--- config.mk ---
export PLATFORM = sky130hd
export DESIGN_NAME = gfr_front
export DESIGN_NICKNAME = d
export VERILOG_FILES = /design/src/hdl/gfr_pkg.sv /design/src/hdl/gfr_front.sv
export SDC_FILE = /design/constraint.sdc
export NUM_CORES = 1
export LEC_CHECK = 0
export BUFFER_PORTS_ARGS = -buffer_cell sky130_fd_sc_hd__buf_4
export CAP_MARGIN = 20
export CORE_MARGIN = 2
export CORE_UTILIZATION = 30
export DETAILED_ROUTE_END_ITERATION = 8
export GPL_ROUTABILITY_DRIVEN = 0
export HOLD_SLACK_MARGIN = 0.08
export SLEW_MARGIN = 10
export SYNTH_ARGS = -nofsm -noshare
export SYNTH_HDL_FRONTEND = slang
export SYNTH_SLANG_ARGS = --single-unit
export TNS_END_PERCENT = 30
--- constraint.sdc ---
create_clock -name clock -period 5.4 [get_ports clock]
set_clock_uncertainty 0.15 [all_clocks]
set_input_delay 1.08 -clock clock [delete_from_list [all_inputs] [get_ports clock]]
set_output_delay 1.08 -clock clock [all_outputs]
set_load 0.02 [all_outputs]
--- src/hdl/gfr_pkg.sv ---
`timescale 1ns / 1ps
`default_nettype none
// ----------------------------------------------------------------------------
// gfr_pkg
// Shared types, codes and helpers of the streaming matrix-vector FMA block.
// ----------------------------------------------------------------------------
package gfr_pkg;

   localparam int N_MAX_DEFAULT = 256;
   localparam int K_MAX_DEFAULT = 1024;

   localparam int COMMAND_W   = 2;
   localparam int VALUE_W     = 32;
   localparam int COLUMN_W    = 8;
   localparam int COUNT_K_W   = 11;
   localparam int COUNT_N_W   = 9;
   localparam int CSR_INDEX_W = 2;
   localparam int CSR_DATA_W  = 11;

   localparam int QUEUE_DEPTH = 4;
   localparam int OUT_DEPTH   = 16;
   localparam int PIPE_STAGES = 8;

   localparam logic [31:0] QNAN32 = 32'h7FC0_0000;
   localparam logic [31:0] INF32  = 32'h7F80_0000;

   typedef enum logic [COMMAND_W-1:0] {
      CMD_LOAD = 2'd0,
      CMD_ROW  = 2'd1,
      CMD_ELEM = 2'd2
   } gfr_cmd_type;

   typedef enum logic [CSR_INDEX_W-1:0] {
      CSR_COUNT_K   = 2'd0,
      CSR_COUNT_N   = 2'd1,
      CSR_ZERO_MODE = 2'd2
   } gfr_csr_type;

   typedef enum logic {
      OP_LOAD = 1'b0,
      OP_FMA  = 1'b1
   } gfr_op_kind_type;

   typedef struct packed {
      gfr_op_kind_type kind;
      logic            use_zero;
      logic            emit;
      logic            last;
      logic [31:0]     a;
      logic [31:0]     b;
   } gfr_op_type;

   typedef struct packed {
      logic [COLUMN_W-1:0] column;
      logic [31:0]         result_value;
      logic                last;
   } gfr_rsp_type;

   function automatic logic [5:0] top_bit64(input logic [63:0] v);
      logic [5:0] t;
      t = 6'd0;
      for (int i = 0; i < 64; i++) begin
         if (v[i]) begin
            t = 6'(i);
         end
      end
      return t;
   endfunction

endpackage
`default_nettype wire

--- src/hdl/gfr_front.sv ---
`timescale 1ns / 1ps
`default_nettype none
// ----------------------------------------------------------------------------
// gfr_front
// Holds the configuration, the row multiplier and the row, column and
// preload positions, and turns each accepted element or load word into a queued operation.
// ----------------------------------------------------------------------------
module gfr_front import gfr_pkg::*; #(
   parameter int N_MAX = N_MAX_DEFAULT,
   parameter int K_MAX = K_MAX_DEFAULT,
   localparam int CW = (N_MAX > 1) ? $clog2(N_MAX) : 1,
   localparam int KW = (K_MAX > 1) ? $clog2(K_MAX) : 1,
   localparam int QW = CW + $bits(gfr_op_type)
) (
   input  wire logic                   clock,
   input  wire logic                   reset,
   input  wire logic                   req_valid,
   output logic                        req_stall,
   input  wire logic [COMMAND_W-1:0]   req_command,
   input  wire logic [VALUE_W-1:0]     req_value,
   input  wire logic                   csr_write_enable,
   input  wire logic [CSR_INDEX_W-1:0] csr_index,
   input  wire logic [CSR_DATA_W-1:0]  csr_write_data,
   input  wire logic                   q_full,
   output logic                        q_push,
   output logic      [QW-1:0]          q_push_data
);

   logic [COUNT_K_W-1:0] count_k_ff, count_k_in;
   logic [COUNT_N_W-1:0] count_n_ff, count_n_in;
   logic                 zero_mode_ff, zero_mode_in;
   logic [31:0]          row_mult_ff, row_mult_in;
   logic [KW-1:0]        row_ff, row_in;
   logic [CW-1:0]        col_ff, col_in;
   logic [CW-1:0]        pre_ff, pre_in;

   logic [16:0]   k_eff;
   logic [12:0]   n_eff;
   logic [KW-1:0] k_last;
   logic [CW-1:0] n_last;
   logic          accept;
   logic [CW-1:0] push_col;
   gfr_op_type    push_op;

   always_comb begin
      if (count_k_ff == '0) begin
         k_eff = 17'd1;
      end else if ({6'b0, count_k_ff} > 17'(K_MAX)) begin
         k_eff = 17'(K_MAX);
      end else begin
         k_eff = {6'b0, count_k_ff};
      end
      if (count_n_ff == '0) begin
         n_eff = 13'd1;
      end else if ({4'b0, count_n_ff} > 13'(N_MAX)) begin
         n_eff = 13'(N_MAX);
      end else begin
         n_eff = {4'b0, count_n_ff};
      end
   end

   assign k_last    = KW'(k_eff - 17'd1);
   assign n_last    = CW'(n_eff - 13'd1);
   assign req_stall = q_full;
   assign accept    = req_valid && !req_stall;

   always_comb begin
      count_k_in   = count_k_ff;
      count_n_in   = count_n_ff;
      zero_mode_in = zero_mode_ff;
      row_mult_in  = row_mult_ff;
      row_in       = row_ff;
      col_in       = col_ff;
      pre_in       = pre_ff;
      q_push       = 1'b0;
      push_col     = col_ff;
      push_op      = '0;
      if (csr_write_enable) begin
         unique case (gfr_csr_type'(csr_index))
            CSR_COUNT_K: begin
               count_k_in = csr_write_data[COUNT_K_W-1:0];
               row_in = '0; col_in = '0; pre_in = '0;
            end
            CSR_COUNT_N: begin
               count_n_in = csr_write_data[COUNT_N_W-1:0];
               row_in = '0; col_in = '0; pre_in = '0;
            end
            CSR_ZERO_MODE: begin
               zero_mode_in = csr_write_data[0];
               row_in = '0; col_in = '0; pre_in = '0;
            end
            default: begin
            end
         endcase
      end else if (accept) begin
         unique case (gfr_cmd_type'(req_command))
            CMD_LOAD: begin
               q_push       = 1'b1;
               push_col     = pre_ff;
               push_op.kind = OP_LOAD;
               push_op.b    = req_value;
               pre_in       = (pre_ff == n_last) ? '0 : pre_ff + CW'(1);
            end
            CMD_ROW: begin
               row_mult_in = req_value;
            end
            CMD_ELEM: begin
               q_push           = 1'b1;
               push_col         = col_ff;
               push_op.kind     = OP_FMA;
               push_op.use_zero = (row_ff == '0) && zero_mode_ff;
               push_op.emit     = (row_ff == k_last);
               push_op.last     = (col_ff == n_last);
               push_op.a        = row_mult_ff;
               push_op.b        = req_value;
               if (col_ff == n_last) begin
                  col_in = '0;
                  row_in = (row_ff == k_last) ? '0 : row_ff + KW'(1);
               end else begin
                  col_in = col_ff + CW'(1);
               end
            end
            default: begin
            end
         endcase
      end
   end

   assign q_push_data = {push_col, push_op};

   always_ff @(posedge clock) begin
      if (reset) begin
         count_k_ff   <= COUNT_K_W'(1);
         count_n_ff   <= COUNT_N_W'(1);
         zero_mode_ff <= 1'b1;
         row_mult_ff  <= '0;
         row_ff       <= '0;
         col_ff       <= '0;
         pre_ff       <= '0;
      end else begin
         count_k_ff   <= count_k_in;
         count_n_ff   <= count_n_in;
         zero_mode_ff <= zero_mode_in;
         row_mult_ff  <= row_mult_in;
         row_ff       <= row_in;
         col_ff       <= col_in;
         pre_ff       <= pre_in;
      end
   end

endmodule
`default_nettype wire

==> key figures <==
Status
  – Status: complete, no violations

Cells and area
  – Final design utilization: 0.394
  – P&R area growth vs syn: 29.5%
  – Layout cell share with drive strength beyond 1: 0.228
  – Design Area, Final: 0.00619 sq mm
  – Ant diodes: 0
  – # nets final: 785

Power and ir drop
  – Net load switching power: 0.000354 W
  – Internal power: 0.00105 W
  – Clk pwr share: 0.421
  – Combinational fraction of design power: 0.144
  – Max VDD drop: 0.113 mV
  – Switching Share: 0.253
  – Flop pwr share: 0.434
  – Leak pwr: 2.68 nW
  – Pwr Total: 0.00140 W
  – Pwr Density: 226 mW/mm^2

STA
  – TNS Setup: 0 ns
  – WHS: 0.298 ns
  – Finish-stage setup viols: 0
  – Final hold violation count: 0
  – Worst-Margin Slew: 0.829 ns
  – Worst rel slew slack: 0.446
  – Max Slew Vio Count: 0
  – RSZ-0062 raised after global routing: false
  – Min Tclk post-route: 4.96 ns
  – Period Utilization, post-route: 0.919
  – FMAX: 0.202 GHz

Yosys
  – Avg Cell Area, Syn: 7.63 sq um
  – Seq cells post-synth: 79
  – Synth Instances: 627
  – Post-synth top flop: dfxtp_1
  – Cell taking the most area after synthesis: dfxtp_1
  – YS warnings: 0
  – Syn_nets: 685
  – Area share of the largest cell type after synthesis: 0.331
  – Most frequent cell after synthesis: nand2_1
  – Netlist cell types: 65
  – EDFF count, synth: 0
  – Sequential area share after synthesis: 0.331
  – Top cells by area, synth: dfxtp_1 33%, nand2_1 8.2%, and3_1 5.1%, mux2i_1 4.6%, nor2_1 4.6%
  – Synth cell count leaders: 105 x nand2_1, 79 x dfxtp_1, 58 x nor2_1
  – Asr flop ratio synth: 0
  – Cell area after synthesis: 0.00478 sq mm

Clock tree
  – CTS H-tree lvls: 3
  – CTS Buf Count: 9
  – Postcts setup bufs: 0
  – Worst-path clk slew: 0.06 ns
  – CTS tree: built
  – Clock Tree Root: clkbuf_16
  – CTS max path bufs: 2
  – Clock latency on the worst-skew pair: 0.33 ns
  – CTS sink count: 79

Critical path
  – FF-to-FF Start: count_n_ff[2]
  – Crit. End Element: output pin
  – FF-to-FF setup slack: 1.18 ns
  – Cells on worst reg2reg path: 13
  – FF-to-FF End: row_ff[6]
  – CP startpoint kind: flop
  – Critical path class: reg2out
  – CP required: 4.17 ns
  – Worst EP arrival: 3.73 ns
  – Crit-path max FO: 9

Hold path
  – Endpoint, Worst Hold: row_mult_ff[15]
  – Hold_sp: row_mult_ff[15]
  – Hold path cells: 2
  – Min-delay worst type: reg2reg

Drt
  – Routed vias/inst: 4.91
  – Vias post-DR: 4651
  – Pre-Repair DR Iteration Count: 4
  – Starting DRT DRC Count: 255
  – WL final: 13700 um
  – DRC errors left: 0
  – Detail Route Antenna Nets: 0
  – Routed wire per std cell: 14.5 um

Global route
  – Initial antenna violation count: 0
  – Total Routing Usage GR: 0.166
  – Vias in the first global route: 4418
  – Global-route wire length before repair: 22300 um
  – Overflow left after global routing: 0
  – Largest net degree at the start of global routing: 66

Floorplan
  – Site Rows: 46
  – DIE AREA: 0.0170 sq mm
  – I/O pin total: 130
  – Initial Util: 0.304
  – Chip height: 130 um
  – DIE WIDTH: 130 um
  – Core Box Area: 0.0157 sq mm

Place
  – Port bufs: 129
  – DP Area: 0.00588 sq mm
  – HPWL Detailed: 9990 um

Flow run
  – # Max-Cap Violations: 0
[cell usage in the layout (no fill, tap or decap), types with 3 or more instances in the layout]
master     Yosys  routed
buf_4          2     135
nand2_1      105     105
dfxtp_1       79      79
nor2_1        58      58
a21oi_1       43      43
and3_1        39      39
and2_1        34      34
xnor2_1       23      23
mux2i_1       22      22
inv_1         15      15
nand3_1       15      15
xor2_1        15      15
o21ai_0        9       9
nor3_1         9       9
nor2b_1        9       9
clkbuf_16      0       9
nor4_1         8       7
nand4_1        7       7
ha_1           6       6
nand2b_1       5       5
a2bb2oi_1      5       5
a31oi_1        5       5
o31ai_1        4       4
clkbuf_8       0       4
nor4b_1        4       3
or3_1          3       3
nand3b_1       3       3
mux2_2         3       3
o22ai_1        3       3
[through the flow]
step / setup slack, ns / instances
3_3_place_gp: 0.674 / 931
5_1_grt: 0.143 / 948
3_5_place_dp: 0.683 / 931
6_report: 0.439 / 948
2_1_floorplan: 0.881 / 627
4_1_cts: 0.301 / 947
[power by group through the flow]
stage                     logic (W)  clock network, W  registers [W]
after floorplan            0.000137                 0       0.000611
after global placement     0.000202                 0       0.000620
after detailed placement   0.000202                 0       0.000620
after CTS                  0.000203          0.000608       0.000607
after global routing       0.000224          0.000637       0.000610
final                      0.000202          0.000590       0.000608
[final cells by class]
class | count | area, sq um
clock buffer | 14 | 284
multi-input combinational | 485 | 2960
tap | 216 | 270
fill | 1635 | 9520
timing repair buffer | 136 | 1030
inverter | 16 | 60.1
sequential | 79 | 1580
clock inverter | 2 | 12.5
[worst max-delay path: stages, from the launching register on]
cell	delay, ns
dfxtp_1	0.38
nor4_2	0.45
nand2_1	0.16
nor3_1	0.26
o21bai_1	0.11
ha_1	0.30
nor4b_1	0.21
a21oi_1	0.16
o21ai_0	0.11
xnor2_1	0.15
o2111ai_1	0.11
or4_1	0.68
nor2_1	0.16
buf_4	0.16
[registers in the layout (all words and copies together), names as in the netlist]
register and flops:
col_ff 8, count_k_ff 11, count_n_ff 9, pre_ff 8, row_ff 10, row_mult_ff 32, zero_mode_ff 1
[what timing repair did]
| item | in CTS | in global routing |
|---|---|---|
| hold buffers | 0 | 0 |
| resized for setup | 0 | 1 |
| endpoints found under the setup margin | 0 | 1 |
[worst max path at each step]
stage | from | endpoint | slack (ns) | cells after the start
after floorplan | count_k_ff[4] | q_push_data[65] | 0.88 | 15
after global placement | count_k_ff[4] | q_push_data[65] | 0.67 | 13
after detailed placement | count_k_ff[4] | q_push_data[65] | 0.68 | 13
after CTS | count_k_ff[4] | q_push_data[65] | 0.30 | 13
after global routing | count_k_ff[4] | q_push_data[65] | 0.14 | 13
final | count_k_ff[4] | q_push_data[65] | 0.44 | 13
[layer usage]
metal / global-route usage / share of wire / vias to the layer above
met5: 0 / 0 / -
met1: 0.218 / 0.47 / 2133
met2: 0.261 / 0.44 / 141
li1: - / - / 2363
met4: 0.0550 / 0.012 / 0
met3: 0.0484 / 0.075 / 14
[kinds of logic (layout without fill, tap and decap cells)]
group,after synthesis,count (layout),synth area share
buffers and inverters,63,168,0.0544
AOI/OAI and AO/OA,101,101,0.142
and+or+nand+nor,315,315,0.334
muxes,25,25,0.0531
adders and majority gates,6,6,0.0157
DFF,79,79,0.331
xor gates and xnor gates,38,38,0.0696
(Power assumes the default switching activity.)
