[config.mk]
export PLATFORM = sky130hd
export DESIGN_NAME = gfr_fifo
export DESIGN_NICKNAME = d
export VERILOG_FILES = /design/src/hdl/gfr_fifo.sv
export SDC_FILE = /design/constraint.sdc
export NUM_CORES = 1
export LEC_CHECK = 0
export BUFFER_PORTS_ARGS = -buffer_cell sky130_fd_sc_hd__buf_2
export CORE_ASPECT_RATIO = 1.5
export CORE_MARGIN = 5
export CORE_UTILIZATION = 45
export CTS_CLUSTER_SIZE = 30
export DETAILED_ROUTE_END_ITERATION = 12
export PLACE_DENSITY = 0.78
export SYNTH_ARGS = -nofsm -noshare
export SYNTH_HDL_FRONTEND = slang
export SYNTH_SLANG_ARGS = --single-unit
[constraint.sdc]
create_clock -name clock -period 6.1 [get_ports clock]
set_input_delay 0.305 -clock clock [delete_from_list [all_inputs] [get_ports clock]]
set_output_delay 0.305 -clock clock [all_outputs]
set_load 0.1 [all_outputs]
[src/hdl/gfr_fifo.sv]
`timescale 1ns / 1ps
`default_nettype none
// ----------------------------------------------------------------------------
// gfr_fifo
// Small register queue with occupancy count.
// ----------------------------------------------------------------------------
module gfr_fifo #(
   parameter int WIDTH = 8,
   parameter int DEPTH = 4,
   localparam int PW = (DEPTH > 1) ? $clog2(DEPTH) : 1,
   localparam int CW = $clog2(DEPTH + 1)
) (
   input  wire logic             clock,
   input  wire logic             reset,
   input  wire logic             push,
   input  wire logic [WIDTH-1:0] push_data,
   input  wire logic             pop,
   output logic      [WIDTH-1:0] pop_data,
   output logic                  empty,
   output logic                  full,
   output logic      [CW-1:0]    count
);

   logic [WIDTH-1:0] mem_ff [DEPTH];
   logic [PW-1:0]    wr_ptr_ff, wr_ptr_in;
   logic [PW-1:0]    rd_ptr_ff, rd_ptr_in;
   logic [CW-1:0]    count_ff, count_in;
   logic             do_push, do_pop;

   assign empty    = (count_ff == '0);
   assign full     = (count_ff == CW'(DEPTH));
   assign count    = count_ff;
   assign pop_data = mem_ff[rd_ptr_ff];
   assign do_push  = push && !full;
   assign do_pop   = pop && !empty;

   always_comb begin
      wr_ptr_in = wr_ptr_ff;
      rd_ptr_in = rd_ptr_ff;
      count_in  = count_ff;
      if (do_push) begin
         wr_ptr_in = (wr_ptr_ff == PW'(DEPTH - 1)) ? '0 : wr_ptr_ff + PW'(1);
      end
      if (do_pop) begin
         rd_ptr_in = (rd_ptr_ff == PW'(DEPTH - 1)) ? '0 : rd_ptr_ff + PW'(1);
      end
      if (do_push && !do_pop) begin
         count_in = count_ff + CW'(1);
      end else if (do_pop && !do_push) begin
         count_in = count_ff - CW'(1);
      end
   end

   always_ff @(posedge clock) begin
      if (reset) begin
         wr_ptr_ff <= '0;
         rd_ptr_ff <= '0;
         count_ff  <= '0;
      end else begin
         wr_ptr_ff <= wr_ptr_in;
         rd_ptr_ff <= rd_ptr_in;
         count_ff  <= count_in;
      end
   end

   always_ff @(posedge clock) begin
      if (do_push) begin
         mem_ff[wr_ptr_ff] <= push_data;
      end
   end

endmodule
`default_nettype wire

==> results of run 1 <==
==> worst max-delay path, delay by kind of cell (launching register included) <==
kind,cells,cell delay (ps)
xor+xnor,1,160
fa+ha+maj,2,570
flops,1,480
compound gates,1,180
simple gates,3,880
buf+inv,2,150
==> synth_stat cells, drive strengths merged <==
master | n | area share
edfxtp | 32 | 0.58
or3b | 1 | 0.0053
o31ai | 2 | 0.015
dfxtp | 9 | 0.11
mux4 | 8 | 0.11
nand3 | 2 | 0.0061
nand2 | 1 | 0.0023
mux2i | 2 | 0.012
ha | 6 | 0.046
o21ai | 2 | 0.0061
buf | 3 | 0.012
nor3 | 2 | 0.0061
and3 | 4 | 0.018
clkbuf | 1 | 0.0023
clkinv | 1 | 0.0053
a21oi | 3 | 0.0091
xor2 | 2 | 0.011
fa | 1 | 0.012
inv | 4 | 0.0091
nor2 | 4 | 0.011
or3 | 2 | 0.0084
==> cell families after synthesis <==
group	Yosys count
flops	41
simple gates	16
mux	10
buf+inv	9
compound gates	7
fa+ha+maj	7
xor+xnor	2
==> per-stage QoR <==
| step | hold WS (ps) | setup slack (ps) | util | cells | cell area (µm²) |
|---|---|---|---|---|---|
| after floorplan | 404 | 2860 | - | 92 | 1650 |
| after global placement | 476 | 3820 | 0.497 | 155 | 1800 |
| after detailed placement | 500 | 3600 | 0.497 | 155 | 1800 |
| after CTS | 224 | 3580 | 0.526 | 163 | 1900 |
| after global routing | 213 | 3450 | 0.526 | 163 | 1900 |
| final | 232 | 3590 | 0.526 | 163 | 1900 |
==> state kept, by name, indices dropped and copies added (netlist names), named ones only <==
name / count
mem_ff: 32
count: 3
rd_ptr_ff: 2
wr_ptr_ff: 2
==> metal layers <==
| layer | GRT usage | share of wire | wire [µm] |
|---|---|---|---|
| met5 | 0 | 0 | 0 |
| met4 | 0.0557 | 0.022 | 60 |
| met3 | 0.0449 | 0.073 | 199 |
| met2 | 0.213 | 0.55 | 1500 |
| met1 | 0.123 | 0.36 | 980 |
==> area by class of cell <==
cell class	count	share of cell area
flip-flops and latches	41	0.600
inverters	5	0.0125
clock buffers	6	0.0382
repair buffers	24	0.0632
multi-input cells	42	0.240
clock inverters	2	0.0178
well taps	43	0.0283
==> worst min path at each step <==
stage	startpoint	endpoint	slack, ps
finish	push_data[1]	mem_ff[3][1]$_DFFE_PP_	230
global route	push_data[1]	mem_ff[3][1]$_DFFE_PP_	210
CTS	push_data[1]	mem_ff[3][1]$_DFFE_PP_	220
detailed placement	rd_ptr_ff[0]$_SDFFE_PP0P_	rd_ptr_ff[0]$_SDFFE_PP0P_	500
global placement	rd_ptr_ff[0]$_SDFFE_PP0P_	rd_ptr_ff[0]$_SDFFE_PP0P_	480
floorplan	push_data[0]	mem_ff[0][0]$_DFFE_PP_	400
==> summary.txt, run 1 <==
Detailed routing
  • DR WL/cell: between 15 and 20 µm
  • Vias: 840
  • DRC: 0
  • Routed WL: roughly 2.7 mm
  • TritonRoute pass-1 iters: 4
  • Antenna Nets Post-Route: 0
  • Initial DRC Count: 13
  • Drt via density: between 5 and 6

STA
  • RSZ-0062 raised after global routing: false
  • Final Max Slew Viols: 0
  • FMAX: 399 MHz
  • Final worst-path cycle share: 0.411
  • Endpoints failing setup: 0
  • Slew headroom: 0.629
  • Clk_skew: approximately 8.9 ps
  • Final hold violations: 0
  • Fin crit period: ~2500 ps
  • TNS Setup: 0 ps
  • Worst Tran Pin Value: 556 ps

Logic synthesis
  • Post-synthesis mux area share: 0.122
  • Syn_area_per_cell: around 18 µm²
  • Synth warnings: 0
  • Xor and xnor area share after synthesis: 0.0106
  • Yosys reg bits: between 40 and 50
  • Mapped Nets: roughly 110
  • Sequential fraction of the synthesis area: 0.694
  • Synth Instances: just over 90
  • Largest family of logic cells by synthesized area: multiplexers
  • Post-Synth Simple-Gate Area: 0.0570
  • Adder-cell share of the synthesized area: 0.0578
  • Area of the mapped netlist: 0.00165 mm²
  • Synth unique cells: 26
  • Synth Area in Compound Gates: 0.0304

Finish
  • Share of cells above drive strength 1: 0.392
  • Nets: approximately 140
  • Most frequent cells in the layout: 32 x edfxtp_1, 24 x buf_2, 9 x dfxtp_1
  • Area Overhead vs Synth: 15.6%
  • Fillers: 283
  • Most common cell after layout, fill and taps aside: edfxtp_1
  • Diodes inserted: 0
  • Sequential cell area: 0.00114 mm²
  • Multi-input logic area: 457 µm²

Critical path
  • Critical path arrival: around 2700 ps
  • Worst setup SP type: flop
  • Slowest-stage cell, CP: dfxtp_1
  • Crit path from: count[0]$_SDFFE_PP0P_
  • Crit. End Element: flop
  • Critical path, cell by cell: or3b_1, clkinv_4, nor2_2, ha_1, inv_1, fa_1, xor2_1, or3_2, a21oi_1
  • CP peak stage delay: ~480 ps
  • Reg-to-reg setup timing slack: between 3000 and 4000 ps
  • Req. time, crit path: 6310 ps
  • Worst Setup EP: count[2]$_SDFFE_PP0P_
  • FF-to-FF End: count[2]$_SDFFE_PP0P_
  • Worst-path maximum fanout: 7
  • Worst Path Class, Setup: reg2reg
  • Reg2reg start: count[0]$_SDFFE_PP0P_
  • Worst r2r path cells: 9

Run
  • Reported max-cap violation count: 0

Clock network
  • Clk sinks: slightly above 40
  • TritonCTS buffer count: 5
  • CTS tree: done
  • Clk Latency, worst-skew pair: between 200 and 300 ps
  • CTS clk-pin slew, worst paths: 70 ps
  • Post-CTS Setup Inserts: 0
  • CTS max path bufs: 2
  • H-tree depth: 2
  • Post-CTS resize count: 0
  • Clk Tree Root Cell: clkbuf_8
  • Post-cts hold buffer count: 0

Die
  • Core outline area: 0.00361 mm²
  • Initial core utilization: 0.455
  • Die width: a little under 60 µm
  • Die Y: between 80 and 90 µm
  • I/O pin count: 25
  • Row count: 27
  • Die Area: roughly 0.005 mm²

Worst hold path
  • Hold Path Stages: 1
  • Hold WC Path Type: in2reg

Placement
  • GP Congestion: between 0.6 and 0.7
  • Port Buffers: 24
  • Post-DP HPWL: between 2 and 2.5 mm

Global route
  • Antenna violations before repair: 0
  • Largest net degree at the start of global routing: 13
  • Vias in the first global route: roughly 900
  • Grt ovf: 0
  • First-pass GRT wire length: roughly 4.4 mm
  • Total track usage: 0.122

Status
  • Status: finished clean
Power of run 1 is not shown: default switching activity piles up to over one toggle a cycle in this logic, so the estimate is an artifact.
==> run 2: changes to the inputs <==
--- a/config.mk
+++ b/config.mk
@@ -11,7 +11,7 @@
 export CORE_UTILIZATION = 45
 export CTS_CLUSTER_SIZE = 30
 export DETAILED_ROUTE_END_ITERATION = 12
-export PLACE_DENSITY = 0.78
+export PLACE_DENSITY = 0.8
 export SYNTH_ARGS = -nofsm -noshare
 export SYNTH_HDL_FRONTEND = slang
 export SYNTH_SLANG_ARGS = --single-unit
==> constraint.sdc (replaced) <==
create_clock -name clock -period 2.2 [get_ports clock]
set_input_delay 0.11 -clock clock [delete_from_list [all_inputs] [get_ports clock]]
set_output_delay 0.11 -clock clock [all_outputs]
set_load 0.1 [all_outputs]
==> summary.txt, run 2 (synthesis gave the netlist of run 1 again) <==
Critical path
  • Worst-path maximum fanout: 3
  • Critical path arrival: between 2000 and 2500 ps
  • Req. time, crit path: between 2000 and 2500 ps
  • Worst setup SP type: flop
  • Worst Path Class, Setup: reg2reg
  • Crit. End Element: flop
  • Worst r2r path cells: 9

Clock network
  • CTS max path bufs: 2
  • Clk Latency, worst-skew pair: between 200 and 300 ps
  • Clk Tree Root Cell: clkbuf_8
  • TritonCTS buffer count: 5
  • H-tree depth: 2
  • Clk sinks: 41
  • CTS clk-pin slew, worst paths: 80 ps
  • CTS tree: done

Detailed routing
  • DRC: 0
  • Drt via density: ~5.2
  • DR WL/cell: 16.5 µm
  • TritonRoute pass-1 iters: 4
  • Initial DRC Count: 21
  • Antenna Nets Post-Route: 0
  • Vias: 871
  • Routed WL: 2.77 mm

STA
  • Worst hold margin: between 30 and 40 ps
  • FMAX: 475 MHz
  • RSZ-0062 raised after global routing: false
  • Clk_skew: between 7 and 8 ps
  • Worst Tran Pin Value: 542 ps
  • Final Max Slew Viols: 0
  • Final worst-path cycle share: 0.957
  • Final hold violations: 0
  • Endpoints failing setup: 0
  • TNS Setup: 0 ps
  • Fin crit period: around 2100 ps
  • Slew headroom: 0.638

Pwr
  • Switch Pwr: roughly 0.0013 W
  • Flop pwr share: 0.384
  • Sw frac: 0.462
  • Clock power share: 0.167
  • PD cells: 1410 mW/mm²
  • Leakage power: about 0.74 nW
  • Combinational Power Share: 0.449
  • VDD IR-drop max: roughly 1.3 mV
  • Int Pwr: roughly 0.0015 W

Finish
  • Fillers: 282
  • Diodes inserted: 0
  • Max FFs per register: 32
  • Share of cells above drive strength 1: 0.488
  • Fin cells: approximately 170
  • Most common cell after layout, fill and taps aside: edfxtp_1
  • Nets: 143
  • Most frequent cells in the layout: 32 x edfxtp_1, 24 x buf_2, 8 x mux4_2
  • Largest Register: mem_ff
  • Area Overhead vs Synth: 19.1%

Status
  • Status: finished clean

Die
  • Initial core utilization: 0.455
  • Core outline area: between 0.003 and 0.004 mm²
  • I/O pin count: 25
  • Die Area: 0.00499 mm²
  • Row count: 27
  • Die Y: between 80 and 90 µm
  • Die width: 59.4 µm

Placement
  • Dpl cells: around 160
  • Post-DP HPWL: between 2 and 2.5 mm
  • GP Congestion: slightly above 0.7
  • Port Buffers: 24

Worst hold path
  • Hold WC Path Type: in2reg
  • Hold Path Stages: 1

Run
  • Reported max-cap violation count: 0

Global route
  • Antenna violations before repair: 0
  • Total track usage: 0.122
  • First-pass GRT wire length: 4.50 mm
  • Vias in the first global route: about 950
  • Grt ovf: 0
  • Largest net degree at the start of global routing: 14
[run 2: cell types whose count changed in the layout (fill, tap and decap cells not counted), moves of 2 or more]
cell      previous run  this run
dfxtp_4              0         3
dfxtp_1              9         6
clkinv_2             0         2
buf_4                0         5
[run 2: path summary, 6_finish.rpt]
kind | from | end | slack [ps]
hold / removal | push_data[2] | mem_ff[1][2]$_DFFE_PP_ | 40
setup / recovery | count[2]$_SDFFE_PP0P_ | count[2]$_SDFFE_PP0P_ | 90
setup reg to reg | count[2]$_SDFFE_PP0P_ | count[2]$_SDFFE_PP0P_ | 90
hold reg to reg | rd_ptr_ff[0]$_SDFFE_PP0P_ | flop | 520
[run 2: repair_timing]
action                     4_1_cts  5_1_grt
pin swaps                        0        1
buffers inserted                 0        1
gates resized for setup          1        3
hold buffers                     0        0
setup endpoints to repair        1        1
[run 2: worst max-delay path: stages, from the launching register on]
cell and delay [ps]:
dfxtp_4 340, or3b_4 270, clkinv_8 50, nor2_2 100, ha_2 200, inv_1 60, fa_2 330, xor2_1 150
or3_2 400, a21oi_1 140
[run 2: layer usage]
metal,vias to the layer above,track usage,share of wire
met5,-,0,0
met4,0,0.0371,0.011
met3,4,0.0356,0.052
met2,26,0.226,0.57
met1,424,0.126,0.37
li1,417,-,-
[run 2: power by group through the flow]
stage / sequential (W) / combinational [W] / clock [W]
2_1_floorplan: 0.00115 / 0.000941 / 0
3_3_place_gp: 0.00106 / 0.00120 / 0
3_5_place_dp: 0.00108 / 0.00123 / 0
4_1_cts: 0.00106 / 0.00123 / 0.000474
5_1_grt: 0.00108 / 0.00129 / 0.000508
6_report: 0.00106 / 0.00124 / 0.000462
[run 2: area by class of cell]
type / count / area [µm²] / area share
sequential: 41 / 1150 / 0.588
multi-input combinational: 42 / 478 / 0.244
timing repair buffer: 29 / 158 / 0.0805
clock buffer: 5 / 68.8 / 0.0351
tap: 43 / 53.8 / 0.0275
inverter: 5 / 31.3 / 0.0160
clock inverter: 3 / 17.5 / 0.00894
[run 2: through the flow]
| stage | util | power (W) | setup WS [ps] | instance area, µm² |
|---|---|---|---|---|
| CTS | 0.536 | 0.00277 | 13.5 | 1940 |
| detailed placement | 0.512 | 0.00230 | -13.3 | 1850 |
| global route | 0.542 | 0.00288 | 18.4 | 1960 |
| finish | 0.542 | 0.00276 | 94.7 | 1960 |
| floorplan | - | 0.00209 | -266 | 1670 |
| global placement | 0.512 | 0.00226 | 54.2 | 1850 |
(Power assumes the default switching activity.)
==> run 3: changes to the inputs <==
--- a/config.mk
+++ b/config.mk
@@ -7,7 +7,7 @@
 export LEC_CHECK = 0
 export BUFFER_PORTS_ARGS = -buffer_cell sky130_fd_sc_hd__buf_2
 export CORE_ASPECT_RATIO = 1.5
-export CORE_MARGIN = 5
+export CORE_MARGIN = 4
 export CORE_UTILIZATION = 45
 export CTS_CLUSTER_SIZE = 30
 export DETAILED_ROUTE_END_ITERATION = 12
==> summary.txt, run 3 (synthesis gave the netlist of run 1 again) <==
Status
  • Status: finished clean

Detailed routing
  • DR WL/cell: 15.9 µm
  • Drt via density: around 5.2
  • Vias: around 880
  • DRC: 0
  • Routed WL: approximately 2.6 mm
  • Initial DRC Count: 17
  • TritonRoute pass-1 iters: 4
  • Antenna Nets Post-Route: 0

Die
  • I/O pin count: 25
  • Die Area: approximately 0.0047 mm²
  • Row count: 26
  • Initial core utilization: 0.473
  • Core outline area: 0.00348 mm²
  • Die Y: 82.1 µm
  • Die width: around 57 µm

Clock network
  • CTS clk-pin slew, worst paths: 70 ps
  • CTS tree: done
  • CTS max path bufs: 2
  • Clk Latency, worst-skew pair: roughly 280 ps
  • Clk sinks: between 40 and 50
  • H-tree depth: 2
  • TritonCTS buffer count: 5
  • Clk Tree Root Cell: clkbuf_8

Finish
  • Diodes inserted: 0
  • Fin cells: around 170
  • Area Overhead vs Synth: 19.2%
  • Sequential cell area: around 0.0012 mm²
  • Multi-input logic area: ~490 µm²
  • Most frequent cells in the layout: 32 x edfxtp_1, 24 x buf_2, 8 x mux4_2
  • Share of cells above drive strength 1: 0.480
  • Largest Register: mem_ff
  • Nets: 143
  • Most common cell after layout, fill and taps aside: edfxtp_1
  • Design area: slightly below 0.002 mm²
  • Max FFs per register: 32
  • Fillers: 281
  • Fin util: 0.564

Critical path
  • Worst r2r path cells: 9
  • Worst Path Class, Setup: reg2reg
  • Worst-path maximum fanout: 3
  • Reg-to-reg setup timing slack: 70 ps
  • Crit. End Element: flop
  • Worst setup SP type: flop
  • Reg2reg start: count[2]$_SDFFE_PP0P_
  • Req. time, crit path: 2420 ps
  • FF-to-FF End: count[2]$_SDFFE_PP0P_
  • Critical path arrival: ~2400 ps

Global route
  • First-pass GRT wire length: 4.44 mm
  • Vias in the first global route: between 900 and 1,000
  • Total track usage: 0.133
  • Largest net degree at the start of global routing: 13
  • Grt ovf: 0
  • Antenna violations before repair: 0

Placement
  • GP Congestion: approximately 0.75
  • Place WS: -54.4 ps
  • Post-DP HPWL: approximately 2 mm
  • Placed Area: 0.00185 mm²
  • Port Buffers: 24
  • Dpl cells: ~160

STA
  • Final worst-path cycle share: 0.969
  • Clk_skew: roughly 4.7 ps
  • Fin crit period: roughly 2100 ps
  • TNS Setup: 0 ps
  • Final WS setup: 68.4 ps
  • FMAX: 469 MHz
  • Worst Tran Pin Value: around 520 ps
  • Slew headroom: 0.652
  • Endpoints failing setup: 0
  • Final hold violations: 0
  • Final Max Slew Viols: 0

Worst hold path
  • Worst-case hold path end point: mem_ff[1][2]$_DFFE_PP_
  • Hold WC Path Type: in2reg
  • Hold Path Stages: 1
  • Hold_sp: push_data[2]

Run
  • Reported max-cap violation count: 0

Pwr
  • PD cells: around 1400 mW/mm²
  • VDD IR-drop max: around 1.2 mV
  • Leakage power: 0.735 nW
==> run 3: power by group <==
group | switching [W] | internal, W | leakage [nW]
Sequential | 0.000103 | 0.000956 | 0.369
Combinational | 0.000934 | 0.000316 | 0.324
Clock | 0.000221 | 0.000222 | 0.0422
Total | 0.00126 | 0.00149 | 0.735
==> run 3: final cells by class <==
cell class,instances,share of cell area
clock inverters,1,0.00255
inverters,5,0.0159
repair buffers,29,0.0804
well taps,42,0.0268
clock buffers,7,0.0389
multi-input cells,42,0.248
flip-flops and latches,41,0.587
==> run 3: worst max-delay path by stage <==
stage / from / end / slack, ps / cells past startpoint
after detailed placement: count[0]$_SDFFE_PP0P_ / count[2]$_SDFFE_PP0P_ / -50 / 9
after global placement: count[0]$_SDFFE_PP0P_ / count[2]$_SDFFE_PP0P_ / 50 / 9
final: count[2]$_SDFFE_PP0P_ / count[2]$_SDFFE_PP0P_ / 70 / 9
after global routing: count[2]$_SDFFE_PP0P_ / count[2]$_SDFFE_PP0P_ / -20 / 9
after CTS: count[2]$_SDFFE_PP0P_ / count[2]$_SDFFE_PP0P_ / 6 / 9
after floorplan: count[0]$_SDFFE_PP0P_ / count[2]$_SDFFE_PP0P_ / -270 / 10
==> run 3: repair_timing <==
| item | 4_1_cts | 5_1_grt |
|---|---|---|
| gates resized for setup | 3 | 3 |
| setup buffers | 0 | 1 |
| pin swaps | 1 | 0 |
| hold buffers | 0 | 0 |
| setup endpoints to repair | 1 | 1 |
==> run 3: routing by layer <==
layer	part of all wire	GRT usage	vias to the layer above
li1	-	-	415
met1	0.35	0.122	425
met2	0.55	0.245	27
met3	0.065	0.0519	8
met4	0.033	0.0766	0
met5	0	0	-
==> run 3: worst max-delay path: stages, from the launching register on <==
cell and delay (ps):
dfxtp_4 340, or3b_4 270, clkinv_8 60, nor2_4 90
ha_2 190, inv_1 50, fa_2 330, xor2_1 160
or3_2 430, a21oi_2 140
==> run 3: through the flow <==
stage | hold WS (ps) | total power, W
global placement | 319 | 0.00226
detailed placement | 328 | 0.00229
floorplan | 209 | 0.00209
global route | 19.4 | 0.00290
CTS | 24.3 | 0.00276
finish | 37.2 | 0.00275
